## src/design/bwt_pkg.sv

```systemverilog
package bwt_pkg;

  localparam int BANK_BYTES_DEF = 16;
  localparam int WAVE_BASE      = 32;

  // input commands
  typedef enum logic [1:0] {
    CMD_TICK  = 2'd0,
    CMD_WRITE = 2'd1,
    CMD_READ  = 2'd2,
    CMD_LEN   = 2'd3
  } cmd_t;

  // control byte offsets
  localparam logic [5:0] ADDR_CTRL_LO = 6'd0;
  localparam logic [5:0] ADDR_LEN_LO  = 6'd2;
  localparam logic [5:0] ADDR_LEN_HI  = 6'd3;
  localparam logic [5:0] ADDR_FREQ_LO = 6'd4;
  localparam logic [5:0] ADDR_FREQ_HI = 6'd5;

  // read-back masks
  localparam logic [7:0] MASK_CTRL_LO = 8'hE0;
  localparam logic [7:0] MASK_LEN_HI  = 8'hE0;
  localparam logic [7:0] MASK_FREQ_HI = 8'h40;

  // volume codes
  localparam logic [1:0] VOL_MUTE    = 2'd0;
  localparam logic [1:0] VOL_FULL    = 2'd1;
  localparam logic [1:0] VOL_HALF    = 2'd2;
  localparam logic [1:0] VOL_QUARTER = 2'd3;

  localparam int LEN_W    = 9;
  localparam int PERIOD_W = 15;

  // control stage to output stage
  typedef struct packed {
    logic       rd_wave;
    logic [7:0] ctrl_rdata;
    logic       play;
    logic       nib_lo;
    logic [1:0] vol;
    logic       clear;
    logic       playing;
  } bwt_info_t;

  // (2048 - freq) * 8 ticks
  function automatic logic [PERIOD_W-1:0] period_reload(input logic [10:0] freq);
    logic [11:0] span;
    span = 12'd2048 - {1'b0, freq};
    return PERIOD_W'({span, 3'b000});
  endfunction

endpackage

```

## src/design/bwt_if.sv

```systemverilog
interface bwt_in_if;
  logic       valid;
  logic       ready;
  logic [1:0] cmd;
  logic [5:0] addr;
  logic [7:0] wdata;

  modport source (output valid, cmd, addr, wdata, input ready);
  modport sink   (input valid, cmd, addr, wdata, output ready);
endinterface

interface bwt_out_if;
  logic       valid;
  logic       ready;
  logic [7:0] rdata;
  logic [7:0] level;
  logic       active;

  modport source (output valid, rdata, level, active, input ready);
  modport sink   (input valid, rdata, level, active, output ready);
endinterface

```

## src/design/bwt_wave_ram.sv

```systemverilog
module bwt_wave_ram #(
  parameter int MEM_AW = 5
) (
  input  logic              clk,
  input  logic              rst_n,
  input  logic              we,
  input  logic [MEM_AW-1:0] waddr,
  input  logic [7:0]        wdata,
  input  logic              re,
  input  logic [MEM_AW-1:0] raddr,
  output logic [7:0]        rdata
);

  localparam int DEPTH = 1 << MEM_AW;

  logic [7:0]       mem [DEPTH];
  logic [DEPTH-1:0] vld_r;
  logic [7:0]       rdata_r;

  always_ff @(posedge clk) begin
    if (we) begin
      mem[waddr] <= wdata;
    end
  end

  // entries never written read as zero
  always_ff @(posedge clk) begin
    if (!rst_n) begin
      vld_r <= '0;
    end else if (we) begin
      vld_r[waddr] <= 1'b1;
    end
  end

  always_ff @(posedge clk) begin
    if (re) begin
      rdata_r <= vld_r[raddr] ? mem[raddr] : 8'd0;
    end
  end

  assign rdata = rdata_r;

endmodule

```

## src/design/bwt_ctrl.sv

```systemverilog
module bwt_ctrl #(
  parameter int BANK_BYTES = bwt_pkg::BANK_BYTES_DEF
) (
  input  logic                         clk,
  input  logic                         rst_n,
  input  logic                         accept,
  input  logic [1:0]                   cmd,
  input  logic [5:0]                   addr,
  input  logic [7:0]                   wdata,
  output logic                         mem_we,
  output logic [$clog2(BANK_BYTES):0]  mem_waddr,
  output logic                         mem_re,
  output logic [$clog2(BANK_BYTES):0]  mem_raddr,
  output bwt_pkg::bwt_info_t           info
);

  localparam int BANK_AW = $clog2(BANK_BYTES);
  localparam int NIB_W   = BANK_AW + 1;

  logic [7:0]                   ctrl_lo_r, ctrl_lo_nxt;
  logic [15:0]                  lenvol_r, lenvol_nxt;
  logic [15:0]                  freq_r, freq_nxt;
  logic                         playing_r, playing_nxt;
  logic                         bank_r, bank_nxt;
  logic                         two_bank_r, two_bank_nxt;
  logic                         may_en_r, may_en_nxt;
  logic [bwt_pkg::LEN_W-1:0]    len_r, len_nxt;
  logic                         len_on_r, len_on_nxt;
  logic [bwt_pkg::PERIOD_W-1:0] period_r, period_nxt;
  logic [NIB_W-1:0]             nib_r, nib_nxt;
  logic [1:0]                   vol_r, vol_nxt;

  logic                         is_wave;
  logic [5:0]                   woff;
  logic [bwt_pkg::LEN_W-1:0]    len_dec;

  assign woff    = addr - 6'(bwt_pkg::WAVE_BASE);
  assign is_wave = ({1'b0, addr} >= 7'(bwt_pkg::WAVE_BASE)) &&
                   ({1'b0, addr} < 7'(bwt_pkg::WAVE_BASE + BANK_BYTES));
  assign len_dec = (len_r != '0) ? len_r - 1'b1 : len_r;

  always_comb begin
    ctrl_lo_nxt  = ctrl_lo_r;
    lenvol_nxt   = lenvol_r;
    freq_nxt     = freq_r;
    playing_nxt  = playing_r;
    bank_nxt     = bank_r;
    two_bank_nxt = two_bank_r;
    may_en_nxt   = may_en_r;
    len_nxt      = len_r;
    len_on_nxt   = len_on_r;
    period_nxt   = period_r;
    nib_nxt      = nib_r;
    vol_nxt      = vol_r;
    mem_we       = 1'b0;
    mem_re       = 1'b0;
    mem_waddr    = {~bank_r, woff[BANK_AW-1:0]};
    mem_raddr    = {~bank_r, woff[BANK_AW-1:0]};
    info         = '0;

    if (accept) begin
      unique case (bwt_pkg::cmd_t'(cmd))
        bwt_pkg::CMD_TICK: begin
          if (playing_r) begin
            if (period_r <= bwt_pkg::PERIOD_W'(1)) begin
              period_nxt  = bwt_pkg::period_reload(freq_r[10:0]);
              mem_re      = 1'b1;
              mem_raddr   = {bank_r, nib_r[NIB_W-1:1]};
              info.play   = 1'b1;
              info.nib_lo = nib_r[0];
              info.vol    = vol_r;
              nib_nxt     = nib_r + 1'b1;
              // in two-bank mode, the bank flips when the index wraps
              if (nib_nxt == '0 && two_bank_r) begin
                bank_nxt = ~bank_r;
              end
            end else begin
              period_nxt = period_r - 1'b1;
            end
          end
        end
        bwt_pkg::CMD_WRITE: begin
          if (is_wave) begin
            mem_we = 1'b1;
          end else begin
            unique case (addr)
              bwt_pkg::ADDR_CTRL_LO: begin
                ctrl_lo_nxt  = wdata;
                two_bank_nxt = wdata[5];
                bank_nxt     = wdata[6];
                may_en_nxt   = wdata[7];
                if (!wdata[7]) begin
                  playing_nxt = 1'b0;
                  info.clear  = 1'b1;
                end
              end
              bwt_pkg::ADDR_LEN_LO: lenvol_nxt[7:0] = wdata;
              bwt_pkg::ADDR_LEN_HI: begin
                lenvol_nxt[15:8] = wdata;
                len_nxt = 9'd256 - {1'b0, lenvol_r[7:0]};
                vol_nxt = wdata[7] ? bwt_pkg::VOL_FULL : wdata[6:5];
              end
              bwt_pkg::ADDR_FREQ_LO: freq_nxt[7:0] = wdata;
              bwt_pkg::ADDR_FREQ_HI: begin
                freq_nxt[15:8] = wdata;
                // trigger
                if (wdata[7] && may_en_r) begin
                  playing_nxt = 1'b1;
                  if (len_r == '0) begin
                    len_nxt = 9'd256;
                  end
                  period_nxt = bwt_pkg::period_reload({wdata[2:0], freq_r[7:0]});
                  nib_nxt    = '0;
                  bank_nxt   = ctrl_lo_r[6];
                  len_on_nxt = wdata[6];
                end
              end
              default: ;
            endcase
          end
        end
        bwt_pkg::CMD_READ: begin
          if (is_wave) begin
            mem_re       = 1'b1;
            info.rd_wave = 1'b1;
          end else begin
            unique case (addr)
              bwt_pkg::ADDR_CTRL_LO: info.ctrl_rdata = ctrl_lo_r & bwt_pkg::MASK_CTRL_LO;
              bwt_pkg::ADDR_LEN_HI:  info.ctrl_rdata = lenvol_r[15:8] & bwt_pkg::MASK_LEN_HI;
              bwt_pkg::ADDR_FREQ_HI: info.ctrl_rdata = freq_r[15:8] & bwt_pkg::MASK_FREQ_HI;
              default:               info.ctrl_rdata = 8'd0;
            endcase
          end
        end
        bwt_pkg::CMD_LEN: begin
          if (len_on_r) begin
            len_nxt = len_dec;
            if (len_dec == '0) begin
              playing_nxt = 1'b0;
              info.clear  = 1'b1;
            end
          end
        end
        default: ;
      endcase
    end
    info.playing = playing_nxt;
  end

  always_ff @(posedge clk) begin
    if (!rst_n) begin
      ctrl_lo_r  <= '0;
      lenvol_r   <= '0;
      freq_r     <= '0;
      playing_r  <= 1'b0;
      bank_r     <= 1'b0;
      two_bank_r <= 1'b0;
      may_en_r   <= 1'b0;
      len_r      <= '0;
      len_on_r   <= 1'b0;
      period_r   <= '0;
      nib_r      <= '0;
      vol_r      <= bwt_pkg::VOL_MUTE;
    end else begin
      ctrl_lo_r  <= ctrl_lo_nxt;
      lenvol_r   <= lenvol_nxt;
      freq_r     <= freq_nxt;
      playing_r  <= playing_nxt;
      bank_r     <= bank_nxt;
      two_bank_r <= two_bank_nxt;
      may_en_r   <= may_en_nxt;
      len_r      <= len_nxt;
      len_on_r   <= len_on_nxt;
      period_r   <= period_nxt;
      nib_r      <= nib_nxt;
      vol_r      <= vol_nxt;
    end
  end

endmodule

```

## src/design/bwt_out.sv

```systemverilog
module bwt_out (
  input  logic               clk,
  input  logic               rst_n,
  input  logic               load,
  input  bwt_pkg::bwt_info_t info_in,
  input  logic [7:0]         mem_rdata,
  input  logic               out_ready,
  output logic               out_valid,
  output logic [7:0]         rdata,
  output logic [7:0]         level,
  output logic               active
);

  bwt_pkg::bwt_info_t info_r;
  logic               vld_r, vld_nxt;
  logic [7:0]         lvl_r;
  logic [7:0]         lvl_new;
  logic [3:0]         nib;
  logic [3:0]         scaled;
  logic               fire;

  assign fire    = vld_r && out_ready;
  assign vld_nxt = load ? 1'b1 : (fire ? 1'b0 : vld_r);

  assign nib = info_r.nib_lo ? mem_rdata[3:0] : mem_rdata[7:4];

  always_comb begin
    case (info_r.vol)
      bwt_pkg::VOL_MUTE:    scaled = 4'd0;
      bwt_pkg::VOL_FULL:    scaled = nib;
      bwt_pkg::VOL_HALF:    scaled = nib >> 1;
      bwt_pkg::VOL_QUARTER: scaled = nib >> 2;
      default:              scaled = 4'd0;
    endcase
  end

  always_comb begin
    if (info_r.clear) begin
      lvl_new = 8'd0;
    end else if (info_r.play) begin
      lvl_new = {scaled, 4'b0000};
    end else begin
      lvl_new = lvl_r;
    end
  end

  always_ff @(posedge clk) begin
    if (!rst_n) begin
      vld_r <= 1'b0;
      lvl_r <= 8'd0;
    end else begin
      vld_r <= vld_nxt;
      if (fire) begin
        lvl_r <= lvl_new;
      end
    end
  end

  always_ff @(posedge clk) begin
    if (load) begin
      info_r <= info_in;
    end
  end

  assign out_valid = vld_r;
  assign rdata     = info_r.rd_wave ? mem_rdata : info_r.ctrl_rdata;
  assign level     = info_r.playing ? lvl_new : 8'd0;
  assign active    = info_r.playing;

endmodule

```

## src/design/banked_wave_table_channel.sv

```systemverilog
// result: an item's result is registered and offered in the cycle after it is accepted
// throughput: one item per cycle while results drain; the wave memory has one write
//   and one read port, and each item uses at most one of them, so items stream back to back
// reset: synchronous active-low rst_n clears all control state and the wave
//   memory valid bits, so unwritten wave bytes read as zero with no clearing pass
module banked_wave_table_channel #(
  parameter int BANK_BYTES = bwt_pkg::BANK_BYTES_DEF
) (
  input  logic       clk,
  input  logic       rst_n,
  bwt_in_if.sink     in_ch,
  bwt_out_if.source  out_ch
);

  // two banks of wave bytes
  localparam int MEM_AW = $clog2(BANK_BYTES) + 1;

  logic               accept;
  logic               mem_we;
  logic               mem_re;
  logic [MEM_AW-1:0]  mem_waddr;
  logic [MEM_AW-1:0]  mem_raddr;
  logic [7:0]         mem_rdata;
  bwt_pkg::bwt_info_t info;

  // take a new item whenever the output slot is empty or being drained
  assign in_ch.ready = !out_ch.valid || out_ch.ready;
  assign accept      = in_ch.valid && in_ch.ready;

  // control registers, timer, length counter and wave addressing;
  // all updates for an item happen at its accept edge
  bwt_ctrl #(
    .BANK_BYTES (BANK_BYTES)
  ) u_ctrl (
    .clk       (clk),
    .rst_n     (rst_n),
    .accept    (accept),
    .cmd       (in_ch.cmd),
    .addr      (in_ch.addr),
    .wdata     (in_ch.wdata),
    .mem_we    (mem_we),
    .mem_waddr (mem_waddr),
    .mem_re    (mem_re),
    .mem_raddr (mem_raddr),
    .info      (info)
  );

  // wave memory, registered read; writes and reads both issue at accept,
  // so a read always sees every earlier write
  bwt_wave_ram #(
    .MEM_AW (MEM_AW)
  ) u_ram (
    .clk   (clk),
    .rst_n (rst_n),
    .we    (mem_we),
    .waddr (mem_waddr),
    .wdata (in_ch.wdata),
    .re    (mem_re),
    .raddr (mem_raddr),
    .rdata (mem_rdata)
  );

  // result slot: scales the fetched nibble and holds the output level
  bwt_out u_out (
    .clk       (clk),
    .rst_n     (rst_n),
    .load      (accept),
    .info_in   (info),
    .mem_rdata (mem_rdata),
    .out_ready (out_ch.ready),
    .out_valid (out_ch.valid),
    .rdata     (out_ch.rdata),
    .level     (out_ch.level),
    .active    (out_ch.active)
  );

endmodule

```

## src/flat_wrapper.sv

```systemverilog
// flat-port wrapper written by rule: the top's interface ports become plain ports
module banked_wave_table_channel_flat 
#(
  parameter int BANK_BYTES = bwt_pkg::BANK_BYTES_DEF
)
  (clk, rst_n, in_ch_valid, in_ch_cmd, in_ch_addr, in_ch_wdata, in_ch_ready, out_ch_valid, out_ch_rdata, out_ch_level, out_ch_active, out_ch_ready);
  bwt_in_if in_ch_i ();
  bwt_out_if out_ch_i ();
  input  logic clk;
  input  logic rst_n;
  input wire logic [$bits(in_ch_i.valid)-1:0] in_ch_valid;
  input wire logic [$bits(in_ch_i.cmd)-1:0] in_ch_cmd;
  input wire logic [$bits(in_ch_i.addr)-1:0] in_ch_addr;
  input wire logic [$bits(in_ch_i.wdata)-1:0] in_ch_wdata;
  output wire logic [$bits(in_ch_i.ready)-1:0] in_ch_ready;
  output wire logic [$bits(out_ch_i.valid)-1:0] out_ch_valid;
  output wire logic [$bits(out_ch_i.rdata)-1:0] out_ch_rdata;
  output wire logic [$bits(out_ch_i.level)-1:0] out_ch_level;
  output wire logic [$bits(out_ch_i.active)-1:0] out_ch_active;
  input wire logic [$bits(out_ch_i.ready)-1:0] out_ch_ready;
  assign in_ch_i.valid = in_ch_valid;
  assign in_ch_i.cmd = in_ch_cmd;
  assign in_ch_i.addr = in_ch_addr;
  assign in_ch_i.wdata = in_ch_wdata;
  assign in_ch_ready = in_ch_i.ready;
  assign out_ch_valid = out_ch_i.valid;
  assign out_ch_rdata = out_ch_i.rdata;
  assign out_ch_level = out_ch_i.level;
  assign out_ch_active = out_ch_i.active;
  assign out_ch_i.ready = out_ch_ready;
  banked_wave_table_channel #(.BANK_BYTES(BANK_BYTES)) u_core (.clk(clk), .rst_n(rst_n), .in_ch(in_ch_i), .out_ch(out_ch_i));
endmodule
```

## config.mk

```make
export PLATFORM = sky130hd
export DESIGN_NAME = banked_wave_table_channel_flat
export DESIGN_NICKNAME = d
export VERILOG_FILES = /design/src/design/bwt_pkg.sv /design/src/design/bwt_if.sv /design/src/design/bwt_wave_ram.sv /design/src/design/bwt_ctrl.sv /design/src/design/bwt_out.sv /design/src/design/banked_wave_table_channel.sv /design/src/flat_wrapper.sv
export SDC_FILE = /design/constraint.sdc
export NUM_CORES = 1
export LEC_CHECK = 0
export BUFFER_PORTS_ARGS = -buffer_cell sky130_fd_sc_hd__buf_4
export CAP_MARGIN = 30
export CORE_MARGIN = 5
export CORE_UTILIZATION = 44
export CTS_BUF_LIST = sky130_fd_sc_hd__clkbuf_2
export DETAILED_ROUTE_END_ITERATION = 6
export SLEW_MARGIN = 15
export SYNTH_ARGS = -nofsm -noshare
export SYNTH_HDL_FRONTEND = slang
export SYNTH_SLANG_ARGS = --single-unit
```

## constraint.sdc

```tcl
create_clock -name clk -period 3.28 [get_ports clk]
set_input_delay 0 -clock clk [delete_from_list [all_inputs] [get_ports clk]]
set_output_delay 0 -clock clk [all_outputs]
set_load 0.01 [all_outputs]
```

==> reports/summary.txt <==
Status -> finished, violations left
Violated checks -> setup timing
Core Region -> 37,500 µm²
CTS tree -> done
HP Class -> input port to register
Routed vias -> 13,100
H-tree depth -> 3
Worst vdd ir -> 0.236 mV
Reg-to-reg critical path endpoint -> u_core.u_ram.rdata[2]
Routed Antenna Nets -> 0
YS warnings -> 0
# nets final -> 1,773
Element type at the critical path end -> register
Num rows -> 71
Post-DP HPWL -> 30,900 µm
Insertion delay to the later sink of the worst-skew pair -> 1000 ps
DR WL/cell -> 20.9 µm
DR iter-0 viols -> 1,086
Max layer used -> met4
DR pass1 iterations -> 5
Initial antenna violation count -> 2
Top_reg_cell synth -> edfxtp_1
Ys async rst share -> 0%
Slew headroom -> 47.4%
Count of final hold-check violations -> 0
Max Fclk -> 303 MHz
Reg clk slew, reported paths -> 120 ps
CTS root buffer -> clkbuf_2
Number of global-route vias before repair -> 12,700
Fillers -> 3,341
Max Buffers Root-to-Sink -> 3
Worst Path Arrival -> 4020 ps
Multi-input gate area -> 6140 µm²
Vias per inst -> 5.59
Die X -> 204 µm
Most frequent cells in the layout -> 274 x edfxtp_1, 209 x nand2_1, 195 x nor2_1, 168 x buf_4, 140 x clkbuf_2
Bufs and invs on worst path -> 2
Clock power share -> 35.6%
Layout cell share with drive strength beyond 1 -> 23.1%
Tmin final -> 3300 ps
Share of total power in sequential cells -> 56.9%
Max Cap Violations -> 0
Syn avg cell area -> 11.0 µm²
Register area -> 10,300 µm²
I/O Buffers -> 38
Cell area after synthesis -> 16,600 µm²
Layout area overhead -> 21.2%
Most common cell after layout, fill and taps aside -> edfxtp_1
Placer Congestion -> 0.943
Pwr Density -> 445 nW/µm²
FF-to-FF path depth -> 11
Final Max Slew Viols -> 0
Post-synth EDFFs -> 274
FF-to-FF Start -> u_core.u_ctrl.period_r[8]
FF-to-FF setup slack -> -20 ps
WS Path Type -> register to register
Tcrit/Tclk final -> 101%
Worst endpoint required time -> 4000 ps
CP max stage delay -> 580 ps
Largest net degree at the start of global routing -> 56
Num CTS Buffers -> 96
Critical Path, Cell by Cell -> nor4_4, nand3_4, buf_6, or4_4, nand2_8, mux2i_1, a211oi_2, or4_4, a211oi_4, buf_4, nor2_2
Final setup viols -> 4
GR Overflow Total -> 0
Worst Skew -> 85.5 ps
Critical Path End -> u_core.u_ram.rdata[2]
Worst Slack Setup Final -> -19.4 ps
Worst setup path start -> u_core.u_ctrl.period_r[8]
Slowest-stage cell, CP -> or4_4
Internal power -> 6.59 mW
Post-synthesis sequential area ratio -> 61.8%
Comb power frac -> 7.5%
Die area -> 41,700 µm²
Syn_nets -> 1,530
Crit path max-delay family -> simple AND/OR/NAND/NOR gates
DR WL met3 -> 3060 µm
Initial Util -> 44.3%
I/O Pins -> 39
Startpoint types -> register
Worst Tran Pin Value -> 788 ps
Leak pwr -> 7.44 nW
Pwr Total -> 8.95 mW
Clock sink count -> 375
Routed WL -> 48,800 µm
FF+latch count, synth -> 375
Gr usage total -> 23.4%
First-pass GRT wire length -> 75,400 µm
Metal1 wirelength -> 21,300 µm
Unique masters post-synth -> 73
Die Height -> 204 µm
Crit path depth -> 11
Net switching power -> 2.36 mW
DRC errors left -> 0
Sw Ratio -> 26.4%
Routed wl met2 -> 23,400 µm
CP max FO -> 8
RSZ-0062 raised after global routing -> yes
Place WS -> -119 ps
Util after Layout -> 53.6%
Syn Inst Count -> 1,503
Most frequent cell on the critical path -> or4_4
==> flip-flops by register name, summed over array words and instances, names as in the netlist, 2 cells and up <==
name	cells
u_core.u_ctrl.freq_r	12
u_core.u_ctrl.period_r	15
u_core.u_ram.rdata	8
u_core.u_out.info_r	9
u_core.u_ctrl.lenvol_r	11
u_core.u_ram.mem	256
u_core.u_ctrl.vol_r	2
u_core.u_ctrl.len_r	9
u_core.u_out.lvl_r	8
u_core.u_ram.vld_r	32
u_core.u_ctrl.ctrl_lo_r	3
u_core.u_ctrl.nib_r	5
==> final cells by class <==
cell class                 count  share of cell area [%]
clock inverter                38                   0.971
timing repair buffer         232                    10.5
clock buffer                 140                    3.48
sequential                   375                    51.0
multi-input combinational   1021                    30.5
inverter                      20                   0.373
tap                          511                    3.18
antenna                        2                  0.0249
==> what timing repair did <==
action                                  4_1_cts  5_1_grt
cloned                                        3        0
buffers inserted                              3        9
endpoints found under the hold margin       644        0
endpoints found under the setup margin        8       10
gates resized for setup                      26       31
hold buffers                                 42        0
pin swaps                                     6       18
==> worst min path at each step <==
stage	from	end	slack, ps	cells after the start
final	in_ch_wdata[6]	u_core.u_ram.mem[15][6]	80	2
after global routing	in_ch_wdata[6]	u_core.u_ram.mem[15][6]	60	2
after global placement	in_ch_valid	u_core.u_out.out_valid	280	3
after floorplan	in_ch_wdata[0]	u_core.u_ram.mem[0][0]	100	0
after CTS	in_ch_wdata[6]	u_core.u_ram.mem[15][6]	6	2
after detailed placement	in_ch_valid	u_core.u_out.out_valid	270	3
==> logic make-up after synthesis <==
logic type                 share of synthesized area, %
adders and majority gates                         0.528
buffers and inverters                              2.82
and+or+nand+nor                                    18.0
xor gates and xnor gates                           1.32
DFF                                                61.8
muxes                                              4.10
AOI/OAI and AO/OA                                  11.5
==> power groups by stage <==
stage / combinational [mW] / clock, mW / sequential [mW]
after floorplan: 0.290 / 0 / 5.20
after global placement: 0.570 / 0 / 5.20
after detailed placement: 0.574 / 0 / 5.20
after CTS: 0.647 / 3.29 / 5.10
after global routing: 0.719 / 3.56 / 5.10
final: 0.670 / 3.18 / 5.10
==> per-layer routing <==
| layer | global-route usage [%] | vias up |
|---|---|---|
| met5 | 0 | - |
| met4 | 7.51 | 0 |
| met3 | 4.25 | 76 |
| met2 | 37.5 | 471 |
| met1 | 32.7 | 6403 |
| li1 | - | 6127 |
==> synthesized netlist by cell type, drive strengths merged (3+ instances only) <==
library cell	count	area share (%)
buf	33	1.1
or4	12	0.59
a211oi	66	3.1
edfxtp	274	50
clkbuf	54	1.2
o41ai	4	0.21
and2	17	0.64
nand2	212	4.9
dfxtp	101	12
mux2	12	0.81
o22ai	27	1.0
and3	69	2.6
nor2	199	4.5
mux2i	50	3.0
o21ai	44	1.3
a22oi	10	0.45
o31ai	6	0.30
or3	6	0.23
nor2b	7	0.26
xor2	12	0.63
a31oi	51	1.9
o211ai	5	0.23
inv	19	0.43
ha	7	0.53
nor4	10	0.56
o32ai	4	0.21
nand3b	6	0.27
a21oi	44	1.3
xnor2	13	0.69
nand3	38	1.2
or2	5	0.19
nand4	4	0.15
nand2b	9	0.34
nand4b	3	0.16
nor3	33	1.1
o311ai	4	0.21
==> stage by stage <==
stage / instance area (µm²) / setup TNS (ps) / hold WS [ps] / std cells
6_report: 20100 / -52.6 / 81.8 / 2339
3_5_place_dp: 18300 / -766 / 273 / 2100
3_3_place_gp: 18300 / -306 / 277 / 2100
5_1_grt: 20100 / -1380 / 58.5 / 2338
2_1_floorplan: 16600 / 0 / 98.9 / 1503
4_1_cts: 19900 / 0 / 6.03 / 2326
Note: power is estimated with default switching activity, not from simulation.
